**src/rtl/cfd_pkg.sv**
```systemverilog
// Shared types, opcode constants and decode records for the control-flow decoder.
package cfd_pkg;

  typedef enum logic [2:0] {
    KIND_NONE = 3'd0,
    KIND_RTS  = 3'd1,
    KIND_JMP  = 3'd2,
    KIND_JSR  = 3'd3,
    KIND_BSR  = 3'd4,
    KIND_BRA  = 3'd5,
    KIND_BCC  = 3'd6
  } kind_e;

  typedef enum logic [2:0] {
    MODE_NONE   = 3'd0,
    MODE_AN     = 3'd1,
    MODE_D16AN  = 3'd2,
    MODE_PCD16  = 3'd3,
    MODE_D8ANXN = 3'd4,
    MODE_PCD8XN = 3'd5,
    MODE_ABSW   = 3'd6,
    MODE_ABSL   = 3'd7
  } mode_e;

  // Source of the displacement field.
  typedef enum logic [1:0] {
    DISP_ZERO   = 2'd0,
    DISP_SEXT8  = 2'd1,
    DISP_SEXT16 = 2'd2,
    DISP_ABS32  = 2'd3
  } disp_sel_e;

  localparam logic [15:0] OP_RTS       = 16'h4e75;
  localparam logic [15:0] OP_REG_MASK  = 16'hfff8;
  localparam logic [15:0] OP_JSR_AN    = 16'h4e90;
  localparam logic [15:0] OP_JMP_AN    = 16'h4ed0;
  localparam logic [15:0] OP_JSR_D16   = 16'h4ea8;
  localparam logic [15:0] OP_JMP_D16   = 16'h4ee8;
  localparam logic [15:0] OP_JSR_PCD16 = 16'h4eba;
  localparam logic [15:0] OP_JMP_PCD16 = 16'h4efa;
  localparam logic [15:0] OP_JSR_IDX   = 16'h4eb0;
  localparam logic [15:0] OP_JMP_IDX   = 16'h4ef0;
  localparam logic [15:0] OP_JSR_PCIDX = 16'h4ebb;
  localparam logic [15:0] OP_JMP_PCIDX = 16'h4efb;
  localparam logic [15:0] OP_JSR_ABSW  = 16'h4eb8;
  localparam logic [15:0] OP_JMP_ABSW  = 16'h4ef8;
  localparam logic [15:0] OP_JSR_ABSL  = 16'h4eb9;
  localparam logic [15:0] OP_JMP_ABSL  = 16'h4ef9;
  localparam logic [3:0]  OP_BRANCH_HI = 4'h6;
  localparam logic [3:0]  COND_BSR     = 4'h1;
  localparam logic [3:0]  COND_ALWAYS  = 4'h0;

  // Opcode class found in the first stage.
  typedef struct packed {
    kind_e       kind;
    mode_e       mode;
    logic [2:0]  addr_reg;
    logic [3:0]  cond;
    logic [2:0]  len;
    logic [1:0]  adv;
    logic        idx;
    logic [1:0]  need;
    disp_sel_e   sel;
    logic        sub_two;
  } class_t;

  // Result fields other than the displacement.
  typedef struct packed {
    kind_e       kind;
    mode_e       mode;
    logic [2:0]  addr_reg;
    logic [3:0]  cond;
    logic [2:0]  len;
    logic [1:0]  adv;
    logic        idx;
  } res_t;

endpackage

```
**src/rtl/control_flow_instruction_decoder_unit.sv**
```systemverilog
// Input beats pass through the stage registers in order to the output at one beat
// per cycle while the output does not stall; every stage register advances when
// the next is empty or being emptied, so a stall at the output backs up without loss.
// Reset clears only the three stage valid bits; the data registers are not reset.
// The three stages are opcode classification, operand selection and branch offset.
module control_flow_instruction_decoder_unit (
  input  logic               clk_i,
  input  logic               rst_ni,
  input  logic               in_valid_i,
  output logic               in_ready_o,
  input  logic [15:0]        opcode_word_i,
  input  logic [15:0]        ext_word_one_i,
  input  logic [15:0]        ext_word_two_i,
  input  logic [1:0]         words_available_i,
  output logic               out_valid_o,
  input  logic               out_ready_i,
  output logic [2:0]         kind_o,
  output logic [2:0]         ea_mode_o,
  output logic [2:0]         addr_reg_o,
  output logic signed [31:0] displacement_o,
  output logic [3:0]         cond_code_o,
  output logic [2:0]         length_bytes_o,
  output logic [1:0]         pc_advance_o,
  output logic               index_ext_follows_o
);

  logic              s1_valid, s1_ready;
  cfd_pkg::class_t   s1_cls;
  logic [7:0]        s1_imm8;
  logic [15:0]       s1_ext_one, s1_ext_two;
  logic [1:0]        s1_avail;
  logic              s2_valid, s2_ready;
  cfd_pkg::res_t     s2_res;
  logic [31:0]       s2_disp;
  logic              s2_sub_two;
  cfd_pkg::res_t     s3_res;
  logic [31:0]       s3_disp;

  cfd_classify u_classify (
    .clk_i             (clk_i),
    .rst_ni            (rst_ni),
    .in_valid_i        (in_valid_i),
    .in_ready_o        (in_ready_o),
    .opcode_word_i     (opcode_word_i),
    .ext_word_one_i    (ext_word_one_i),
    .ext_word_two_i    (ext_word_two_i),
    .words_available_i (words_available_i),
    .out_valid_o       (s1_valid),
    .out_ready_i       (s1_ready),
    .cls_o             (s1_cls),
    .imm8_o            (s1_imm8),
    .ext_one_o         (s1_ext_one),
    .ext_two_o         (s1_ext_two),
    .avail_o           (s1_avail)
  );

  cfd_operand u_operand (
    .clk_i       (clk_i),
    .rst_ni      (rst_ni),
    .in_valid_i  (s1_valid),
    .in_ready_o  (s1_ready),
    .cls_i       (s1_cls),
    .imm8_i      (s1_imm8),
    .ext_one_i   (s1_ext_one),
    .ext_two_i   (s1_ext_two),
    .avail_i     (s1_avail),
    .out_valid_o (s2_valid),
    .out_ready_i (s2_ready),
    .res_o       (s2_res),
    .disp_o      (s2_disp),
    .sub_two_o   (s2_sub_two)
  );

  cfd_adjust u_adjust (
    .clk_i       (clk_i),
    .rst_ni      (rst_ni),
    .in_valid_i  (s2_valid),
    .in_ready_o  (s2_ready),
    .res_i       (s2_res),
    .disp_i      (s2_disp),
    .sub_two_i   (s2_sub_two),
    .out_valid_o (out_valid_o),
    .out_ready_i (out_ready_i),
    .res_o       (s3_res),
    .disp_o      (s3_disp)
  );

  assign kind_o              = s3_res.kind;
  assign ea_mode_o           = s3_res.mode;
  assign addr_reg_o          = s3_res.addr_reg;
  assign displacement_o      = s3_disp;
  assign cond_code_o         = s3_res.cond;
  assign length_bytes_o      = s3_res.len;
  assign pc_advance_o        = s3_res.adv;
  assign index_ext_follows_o = s3_res.idx;

`ifndef SYNTHESIS
  // An unrecognized beat carries nothing but zeros.
  a_none_zero: assert property (@(posedge clk_i) disable iff (!rst_ni)
    out_valid_o && kind_o == cfd_pkg::KIND_NONE |->
      ea_mode_o == 3'd0 && addr_reg_o == 3'd0 && displacement_o == 32'sd0 &&
      cond_code_o == 4'd0 && length_bytes_o == 3'd0 && pc_advance_o == 2'd0 &&
      !index_ext_follows_o)
    else $error("unrecognized beat has nonzero fields");

  // Only word BRA and Bcc move the PC and only Bcc carries a condition.
  a_adv_branch: assert property (@(posedge clk_i) disable iff (!rst_ni)
    out_valid_o && pc_advance_o != 2'd0 |->
      (kind_o == cfd_pkg::KIND_BRA || kind_o == cfd_pkg::KIND_BCC) &&
      length_bytes_o == 3'd4)
    else $error("pc advance on a non-branch beat");

  a_cond_bcc: assert property (@(posedge clk_i) disable iff (!rst_ni)
    out_valid_o && cond_code_o != 4'd0 |-> kind_o == cfd_pkg::KIND_BCC)
    else $error("condition on a non-Bcc beat");

  // Indexed modes report only the opcode word.
  a_idx_len: assert property (@(posedge clk_i) disable iff (!rst_ni)
    out_valid_o && index_ext_follows_o |->
      length_bytes_o == 3'd2 &&
      (ea_mode_o == cfd_pkg::MODE_D8ANXN || ea_mode_o == cfd_pkg::MODE_PCD8XN))
    else $error("indexed flag with wrong mode or length");

  // A beat accepted into an empty pipeline is registered in the first stage.
  a_latency: assert property (@(posedge clk_i) disable iff (!rst_ni)
    in_valid_i && in_ready_o && !s1_valid && !s2_valid && !out_valid_o |=>
      s1_valid)
    else $error("accepted beat lost in first stage");
`endif

endmodule

```
**src/rtl/cfd_classify.sv**
```systemverilog
// First pipeline stage: classifies the opcode word and registers it with its extension words.
module cfd_classify (
  input  logic              clk_i,
  input  logic              rst_ni,
  input  logic              in_valid_i,
  output logic              in_ready_o,
  input  logic [15:0]       opcode_word_i,
  input  logic [15:0]       ext_word_one_i,
  input  logic [15:0]       ext_word_two_i,
  input  logic [1:0]        words_available_i,
  output logic              out_valid_o,
  input  logic              out_ready_i,
  output cfd_pkg::class_t   cls_o,
  output logic [7:0]        imm8_o,
  output logic [15:0]       ext_one_o,
  output logic [15:0]       ext_two_o,
  output logic [1:0]        avail_o
);

  logic              valid_q;
  cfd_pkg::class_t   cls_d, cls_q;
  logic [7:0]        imm8_q;
  logic [15:0]       ext_one_q, ext_two_q;
  logic [1:0]        avail_q;
  logic [15:0]       masked;
  logic [3:0]        cond;
  cfd_pkg::kind_e    jk;
  logic              load;

  assign masked = opcode_word_i & cfd_pkg::OP_REG_MASK;
  assign cond   = opcode_word_i[11:8];
  assign jk     = opcode_word_i[6] ? cfd_pkg::KIND_JMP : cfd_pkg::KIND_JSR;

  always_comb begin
    cls_d          = '0;
    cls_d.kind     = cfd_pkg::KIND_NONE;
    cls_d.mode     = cfd_pkg::MODE_NONE;
    cls_d.sel      = cfd_pkg::DISP_ZERO;
    cls_d.need     = 2'd0;
    if (opcode_word_i == cfd_pkg::OP_RTS) begin
      cls_d.kind = cfd_pkg::KIND_RTS;
      cls_d.len  = 3'd2;
    end else if (masked == cfd_pkg::OP_JSR_AN || masked == cfd_pkg::OP_JMP_AN) begin
      cls_d.kind     = jk;
      cls_d.mode     = cfd_pkg::MODE_AN;
      cls_d.addr_reg = opcode_word_i[2:0];
      cls_d.len      = 3'd2;
    end else if (masked == cfd_pkg::OP_JSR_D16 || masked == cfd_pkg::OP_JMP_D16) begin
      cls_d.kind     = jk;
      cls_d.mode     = cfd_pkg::MODE_D16AN;
      cls_d.addr_reg = opcode_word_i[2:0];
      cls_d.sel      = cfd_pkg::DISP_SEXT16;
      cls_d.len      = 3'd4;
      cls_d.need     = 2'd2;
    end else if (opcode_word_i == cfd_pkg::OP_JSR_PCD16 ||
                 opcode_word_i == cfd_pkg::OP_JMP_PCD16) begin
      cls_d.kind = jk;
      cls_d.mode = cfd_pkg::MODE_PCD16;
      cls_d.sel  = cfd_pkg::DISP_SEXT16;
      cls_d.len  = 3'd4;
      cls_d.need = 2'd2;
    end else if (masked == cfd_pkg::OP_JSR_IDX || masked == cfd_pkg::OP_JMP_IDX ||
                 opcode_word_i == cfd_pkg::OP_JSR_PCIDX ||
                 opcode_word_i == cfd_pkg::OP_JMP_PCIDX) begin
      cls_d.kind = jk;
      cls_d.len  = 3'd2;
      cls_d.idx  = 1'b1;
      cls_d.need = 2'd2;
      if (opcode_word_i == cfd_pkg::OP_JSR_PCIDX ||
          opcode_word_i == cfd_pkg::OP_JMP_PCIDX) begin
        cls_d.mode = cfd_pkg::MODE_PCD8XN;
      end else begin
        cls_d.mode     = cfd_pkg::MODE_D8ANXN;
        cls_d.addr_reg = opcode_word_i[2:0];
      end
    end else if (opcode_word_i == cfd_pkg::OP_JSR_ABSW ||
                 opcode_word_i == cfd_pkg::OP_JMP_ABSW) begin
      cls_d.kind = jk;
      cls_d.mode = cfd_pkg::MODE_ABSW;
      cls_d.sel  = cfd_pkg::DISP_SEXT16;
      cls_d.len  = 3'd4;
      cls_d.need = 2'd2;
    end else if (opcode_word_i == cfd_pkg::OP_JSR_ABSL ||
                 opcode_word_i == cfd_pkg::OP_JMP_ABSL) begin
      cls_d.kind = jk;
      cls_d.mode = cfd_pkg::MODE_ABSL;
      cls_d.sel  = cfd_pkg::DISP_ABS32;
      cls_d.len  = 3'd6;
      cls_d.need = 2'd3;
    end else if (opcode_word_i[15:12] == cfd_pkg::OP_BRANCH_HI) begin
      if (opcode_word_i[7:0] != 8'h00) begin
        // Only the short subroutine branch is taken; other short branches stay unknown.
        if (cond == cfd_pkg::COND_BSR) begin
          cls_d.kind = cfd_pkg::KIND_BSR;
          cls_d.sel  = cfd_pkg::DISP_SEXT8;
          cls_d.len  = 3'd2;
        end
      end else begin
        cls_d.need = 2'd2;
        cls_d.sel  = cfd_pkg::DISP_SEXT16;
        cls_d.len  = 3'd4;
        if (cond == cfd_pkg::COND_BSR) begin
          cls_d.kind = cfd_pkg::KIND_BSR;
        end else begin
          cls_d.kind    = (cond == cfd_pkg::COND_ALWAYS) ? cfd_pkg::KIND_BRA
                                                         : cfd_pkg::KIND_BCC;
          cls_d.cond    = cond;
          cls_d.adv     = 2'd2;
          cls_d.sub_two = 1'b1;
        end
      end
    end
  end

  assign in_ready_o = !valid_q || out_ready_i;
  assign load       = in_valid_i && in_ready_o;

  always_ff @(posedge clk_i or negedge rst_ni) begin
    if (!rst_ni) begin
      valid_q <= 1'b0;
    end else if (in_ready_o) begin
      valid_q <= in_valid_i;
    end
  end

  always_ff @(posedge clk_i) begin
    if (load) begin
      cls_q     <= cls_d;
      imm8_q    <= opcode_word_i[7:0];
      ext_one_q <= ext_word_one_i;
      ext_two_q <= ext_word_two_i;
      avail_q   <= words_available_i;
    end
  end

  assign out_valid_o = valid_q;
  assign cls_o       = cls_q;
  assign imm8_o      = imm8_q;
  assign ext_one_o   = ext_one_q;
  assign ext_two_o   = ext_two_q;
  assign avail_o     = avail_q;

endmodule

```
**src/rtl/cfd_operand.sv**
```systemverilog
// Second pipeline stage: checks the word count and forms the raw displacement.
module cfd_operand (
  input  logic              clk_i,
  input  logic              rst_ni,
  input  logic              in_valid_i,
  output logic              in_ready_o,
  input  cfd_pkg::class_t   cls_i,
  input  logic [7:0]        imm8_i,
  input  logic [15:0]       ext_one_i,
  input  logic [15:0]       ext_two_i,
  input  logic [1:0]        avail_i,
  output logic              out_valid_o,
  input  logic              out_ready_i,
  output cfd_pkg::res_t     res_o,
  output logic [31:0]       disp_o,
  output logic              sub_two_o
);

  logic            valid_q;
  logic            ok;
  cfd_pkg::res_t   res_d, res_q;
  logic [31:0]     disp_d, disp_q;
  logic            sub_two_d, sub_two_q;
  logic            load;

  // A count of zero fails every need for an extension word, just as a count of one does.
  assign ok = (avail_i >= cls_i.need) && (cls_i.kind != cfd_pkg::KIND_NONE);

  always_comb begin
    case (cls_i.sel)
      cfd_pkg::DISP_SEXT8:  disp_d = {{24{imm8_i[7]}}, imm8_i};
      cfd_pkg::DISP_SEXT16: disp_d = {{16{ext_one_i[15]}}, ext_one_i};
      cfd_pkg::DISP_ABS32:  disp_d = {ext_one_i, ext_two_i};
      default:              disp_d = 32'd0;
    endcase
    res_d.kind     = cls_i.kind;
    res_d.mode     = cls_i.mode;
    res_d.addr_reg = cls_i.addr_reg;
    res_d.cond     = cls_i.cond;
    res_d.len      = cls_i.len;
    res_d.adv      = cls_i.adv;
    res_d.idx      = cls_i.idx;
    sub_two_d      = cls_i.sub_two;
    if (!ok) begin
      res_d      = '0;
      res_d.kind = cfd_pkg::KIND_NONE;
      res_d.mode = cfd_pkg::MODE_NONE;
      disp_d     = 32'd0;
      sub_two_d  = 1'b0;
    end
  end

  assign in_ready_o = !valid_q || out_ready_i;
  assign load       = in_valid_i && in_ready_o;

  always_ff @(posedge clk_i or negedge rst_ni) begin
    if (!rst_ni) begin
      valid_q <= 1'b0;
    end else if (in_ready_o) begin
      valid_q <= in_valid_i;
    end
  end

  always_ff @(posedge clk_i) begin
    if (load) begin
      res_q     <= res_d;
      disp_q    <= disp_d;
      sub_two_q <= sub_two_d;
    end
  end

  assign out_valid_o = valid_q;
  assign res_o       = res_q;
  assign disp_o      = disp_q;
  assign sub_two_o   = sub_two_q;

endmodule

```
**src/rtl/cfd_adjust.sv**
```systemverilog
// Third pipeline stage: applies the word branch offset and holds the result register.
module cfd_adjust (
  input  logic              clk_i,
  input  logic              rst_ni,
  input  logic              in_valid_i,
  output logic              in_ready_o,
  input  cfd_pkg::res_t     res_i,
  input  logic [31:0]       disp_i,
  input  logic              sub_two_i,
  output logic              out_valid_o,
  input  logic              out_ready_i,
  output cfd_pkg::res_t     res_o,
  output logic [31:0]       disp_o
);

  logic            valid_q;
  cfd_pkg::res_t   res_q;
  logic [31:0]     disp_d, disp_q;
  logic            load;

  // Word BRA and Bcc branches are relative to the extension word, two bytes past the opcode.
  assign disp_d = sub_two_i ? (disp_i - 32'd2) : disp_i;

  assign in_ready_o = !valid_q || out_ready_i;
  assign load       = in_valid_i && in_ready_o;

  always_ff @(posedge clk_i or negedge rst_ni) begin
    if (!rst_ni) begin
      valid_q <= 1'b0;
    end else if (in_ready_o) begin
      valid_q <= in_valid_i;
    end
  end

  always_ff @(posedge clk_i) begin
    if (load) begin
      res_q  <= res_i;
      disp_q <= disp_d;
    end
  end

  assign out_valid_o = valid_q;
  assign res_o       = res_q;
  assign disp_o      = disp_q;

endmodule

```
**config.mk**
```make
export PLATFORM = sky130hd
export DESIGN_NAME = control_flow_instruction_decoder_unit
export DESIGN_NICKNAME = d
export VERILOG_FILES = /design/src/rtl/cfd_pkg.sv /design/src/rtl/control_flow_instruction_decoder_unit.sv /design/src/rtl/cfd_classify.sv /design/src/rtl/cfd_operand.sv /design/src/rtl/cfd_adjust.sv
export SDC_FILE = /design/constraint.sdc
export NUM_CORES = 1
export LEC_CHECK = 0
export BUFFER_PORTS_ARGS = -buffer_cell sky130_fd_sc_hd__buf_2
export CAP_MARGIN = 30
export CORE_UTILIZATION = 35
export CTS_CLUSTER_SIZE = 40
export DETAILED_ROUTE_END_ITERATION = 7
export GPL_TIMING_DRIVEN = 0
export PLACE_DENSITY = 0.5
export SLEW_MARGIN = 15
export SYNTH_ARGS = -nofsm -noshare
export SYNTH_HDL_FRONTEND = slang
export SYNTH_SLANG_ARGS = --single-unit
```
**constraint.sdc**
```tcl
create_clock -name clk_i -period 3.6 [get_ports clk_i]
set_input_delay 0.72 -clock clk_i [delete_from_list [all_inputs] [get_ports clk_i]]
set_output_delay 0.72 -clock clk_i [all_outputs]
set_load 0.05 [all_outputs]
```
==> impl_summary.md <==
Run status
The flow ran to the end, and the final reports show no timing, DRC or antenna violations.

STA
The tightest hold path in the finished design has a slack of 0.08741 ns. The count of endpoints failing setup in the final report is 0. For this run, the top clock speed supported by timing is 434.2 MHz. The worst-case setup margin in the final layout is 1.297 ns. The transition time at the pin with the least slew margin is 0.8046 ns. The share of the clock period used by the worst path is 63.97%. Setup repair after global routing left no endpoint under its margin. The headroom to the max-slew limit is 46.36%. The total count of hold-check failures in the final report was 0. Between clock sinks in the finished design, the worst skew comes to 0.007721 ns. The max-slew violation count was 0. The clock period minus final worst setup slack is 2.303 ns. In the final timing run, aggregate negative setup slack is 0 ns.

Worst setup path
Data on the critical path is required at its endpoint by 3.75 ns. The critical path is of the reg -> reg type. STA classifies the critical path startpoint as a flip-flop. The data arrival at the endpoint of the critical path is 2.45 ns. The worst reg2reg path depth is 7.

The source of the worst register-to-register timing path is u_classify.cls_o[3]$_SDFFCE_PP0P_. The maximum net fanout on the critical path is 10. The worst register-to-register path ends at u_operand.disp_o[19]$_SDFFCE_PN0P_.

For flop-to-flop paths, the worst setup slack is 1.30 ns. STA classifies the critical path endpoint as a flip-flop.

Detailed routing
Dividing the detail-routed wire length by the instance count gives 15.08 microns. The violation count after the first detailed-route iteration is 182. The via density per instance is 4.604. The pre-antenna-repair detailed-routing pass consisted of 6 iterations. After detailed routing, the total wire length is 12960 microns. The remaining routing DRC violations is 0. The count of nets left with antenna violations once routing finished came out at 0. The final route contains 3955 vias.

Logic synthesis
The fraction of registers with async set or reset after synthesis is 1.840%. Yosys attributes the largest share of cell area to sky130_fd_sc_hd__edfxtp_1 (70%), sky130_fd_sc_hd__and2_1 (3.0%), sky130_fd_sc_hd__xor2_1 (2.8%). The summed instance area of the synthesized netlist is 6820 sq um. Ranked by instance count, the synthesized netlist is headed by sky130_fd_sc_hd__edfxtp_1 (160), sky130_fd_sc_hd__and2_1 (33), sky130_fd_sc_hd__a21oi_1 (31). Synthesis inferred 163 register bits. After synthesis, flip-flops and latches occupy 71.55% of the total area.

During synthesis, Yosys emitted a total of 0 warnings. For this run, the leading register cell type out of synthesis is sky130_fd_sc_hd__edfxtp_1. sky130_fd_sc_hd__edfxtp_1 is the most common cell in the netlist. Yosys mapped a number of flops with a built-in enable equal to 160. The biggest area contributor in the post-synthesis netlist is sky130_fd_sc_hd__edfxtp_1.

The post-synthesis average cell area is 14.76 sq um. After synthesis, the largest area contributor takes up 70.45% of total cell area. The post-synthesis cell count is 462. The distinct cell type count of the synthesized netlist is 48.

Run
Max-cap violations in this run came to 0.

Floorplan
The die area is 20050 sq um. The effective utilization at floorplan is 36.10%. 107 I/O pins were placed. The floorplan step set the die width to 141.6 microns. The placement row count is 50.

The core region is 18890 sq um. The die is 141.6 microns tall.

Global route
The number of antenna violations at the first check in global routing came to 0. The layer flagged by global routing as most heavily used is met2. Global routing used 13.59% of the available tracks across all layers.

The total grt overflow is 0. In the global route stage, met3 resource usage came out at 4.185%. The pin count of the biggest net entering global routing is 63. For this run, global-route usage on met2 was measured as 20.17%. The via count of the first global-routing pass is 3919. The first-pass GRT wire length is 20630 microns.

In the global route stage, met1 resource usage came out at 18.78%.

Power and ir drop
VDD sags by at most 0.3619 mV. The completed layout was analyzed and its total power is 4.646 mW. In this run the static leakage power is 3.049 nW.

The power per cell area is 563.1 nW/um^2.

Cells and area
The final design utilization is 43.68%. The cell area after layout is 8252 sq um. The final layout contains 645 nets. 0 antenna diodes ended up in the layout. Compared with the post-synthesis result, the final layout area differs by 20.99%. The post-route netlist has 28.38% of its cells at a drive strength greater than 1. The number of cells in the finished layout apart from fillers is 859.

Placed design
The last weighted congestion value of the routability-driven placer is 0.8437. Buffers placed on the I/O ports in this run total 104. The half-perimeter wire length of the detailed placement result is 9670 microns. The cell area after placement is 7715 sq um.

The cell count after placement is 829. OpenSTA, run right after detailed placement, puts the worst setup slack at 1.294 ns.

Clock network
The count of hold buffers inserted by post-cts repair is 0. After clock tree synthesis, the clock-pin slew on the worst setup and hold paths is 0.06 ns. Counting the buffers created by CTS gives 17. Clock tree synthesis selected as its root buffer the cell sky130_fd_sc_hd__clkbuf_16. At the later pin of the worst-skew pair, clock insertion delay measures 0.42 ns. The H-tree was split into 4 levels. The buffer count from post-CTS setup fixing is 0.

The clock tree from TritonCTS is done. Post-CTS repair changed the size of 0 cells. The maximum buffer depth of the clock tree is 2.

CTS saw 163 sinks.

Hold path
The path class of the tightest hold or removal check is in -> async.
[flip-flops by register name, summed over array words and instances (netlist names), 2 cells and up]
signal,count
u_adjust.disp_o,32
u_operand.disp_o,32
u_classify.cls_o,20
u_adjust.res_o,17
u_operand.res_o,17
u_classify.ext_one_o,16
u_classify.ext_two_o,16
u_classify.imm8_o,8
u_classify.avail_o,2
[final cells by class]
type	instances	area (sq um)
Buffer	20	91.34
Clock buffer	17	425.4
Clock inverter	13	111.4
Fill cell	1755	10640
Inverter	13	48.80
Multi-Input combinational cell	267	1809
Sequential cell	163	4880
Tap cell	260	325.3
Timing Repair Buffer	106	560.5
[kinds of logic (layout without fill, tap and decap cells)]
family | count (synthesis) | in the layout | synth area share (%)
mux | 16 | 16 | 2.623
buf+inv | 33 | 169 | 2.054
xor+xnor | 30 | 30 | 3.852
fa+ha+maj | 3 | 3 | 0.5504
other cells | 1 | 2 | 0.05498
simple gates | 152 | 152 | 14.14
compound gates | 64 | 64 | 5.173
flops | 163 | 163 | 71.55
[cells in the final DEF (no fill, tap or decap), drive strengths merged, types with 5 or more instances in the layout]
cell      count
edfxtp      160
buf         111
and2         33
clkbuf       32
a21oi        31
nand2        25
xor2         22
o21ai        21
nor2         20
mux2         15
inv          15
nor3         13
nor4         12
nor2b         8
xnor2         8
nand2b        8
a22oi         7
nand3         5
clkinvlp      5
clkinv        5
[power by group]
part / internal (mW) / leakage [nW] / switching (mW) / total [mW]
logic: 0.169 / 1.19 / 0.452 / 0.621
registers: 2.31 / 1.61 / 0.0853 / 2.39
clock network: 0.938 / 0.248 / 0.693 / 1.63
total: 3.42 / 3.05 / 1.23 / 4.65
[worst max path at each step]
| stage | start | end | slack, ns | cells past startpoint |
|---|---|---|---|---|
| floorplan | u_adjust.out_valid_o$_DFFE_PN0P_ | u_classify.avail_o[0]$_DFFE_PP_ | 0.43 | 3 |
| global placement | out_ready_i | u_classify.cls_o[15]$_SDFFCE_PP0P_ | 0.23 | 4 |
| detailed placement | opcode_word_i[4] | u_classify.cls_o[22]$_SDFFCE_PP0P_ | 1.29 | 5 |
| CTS | u_classify.cls_o[3]$_SDFFCE_PP0P_ | u_operand.disp_o[31]$_SDFFCE_PN0P_ | 1.31 | 7 |
| global route | u_classify.cls_o[3]$_SDFFCE_PP0P_ | u_operand.disp_o[3]$_SDFFCE_PN0P_ | 1.09 | 7 |
| finish | u_classify.cls_o[3]$_SDFFCE_PP0P_ | u_operand.disp_o[19]$_SDFFCE_PN0P_ | 1.30 | 7 |
[metal layers]
| metal | vias to the layer above | part of all wire (%) | wire, microns |
|---|---|---|---|
| li1 | 1967 | - | - |
| met1 | 1835 | 48 | 6209 |
| met2 | 137 | 44 | 5752 |
| met3 | 16 | 6.3 | 811 |
| met4 | 0 | 1.4 | 186 |
| met5 | - | 0 | 0 |
[critical path, cell delays in order, from the launching register on]
cell                       delay, ns
sky130_fd_sc_hd__edfxtp_1       0.37
sky130_fd_sc_hd__ha_1           0.29
sky130_fd_sc_hd__nand2b_1       0.15
sky130_fd_sc_hd__a21oi_1        0.37
sky130_fd_sc_hd__or2_2          0.19
sky130_fd_sc_hd__clkbuf_1       0.20
sky130_fd_sc_hd__clkbuf_1       0.35
sky130_fd_sc_hd__a21oi_1        0.11
(Power assumes the default switching activity.)
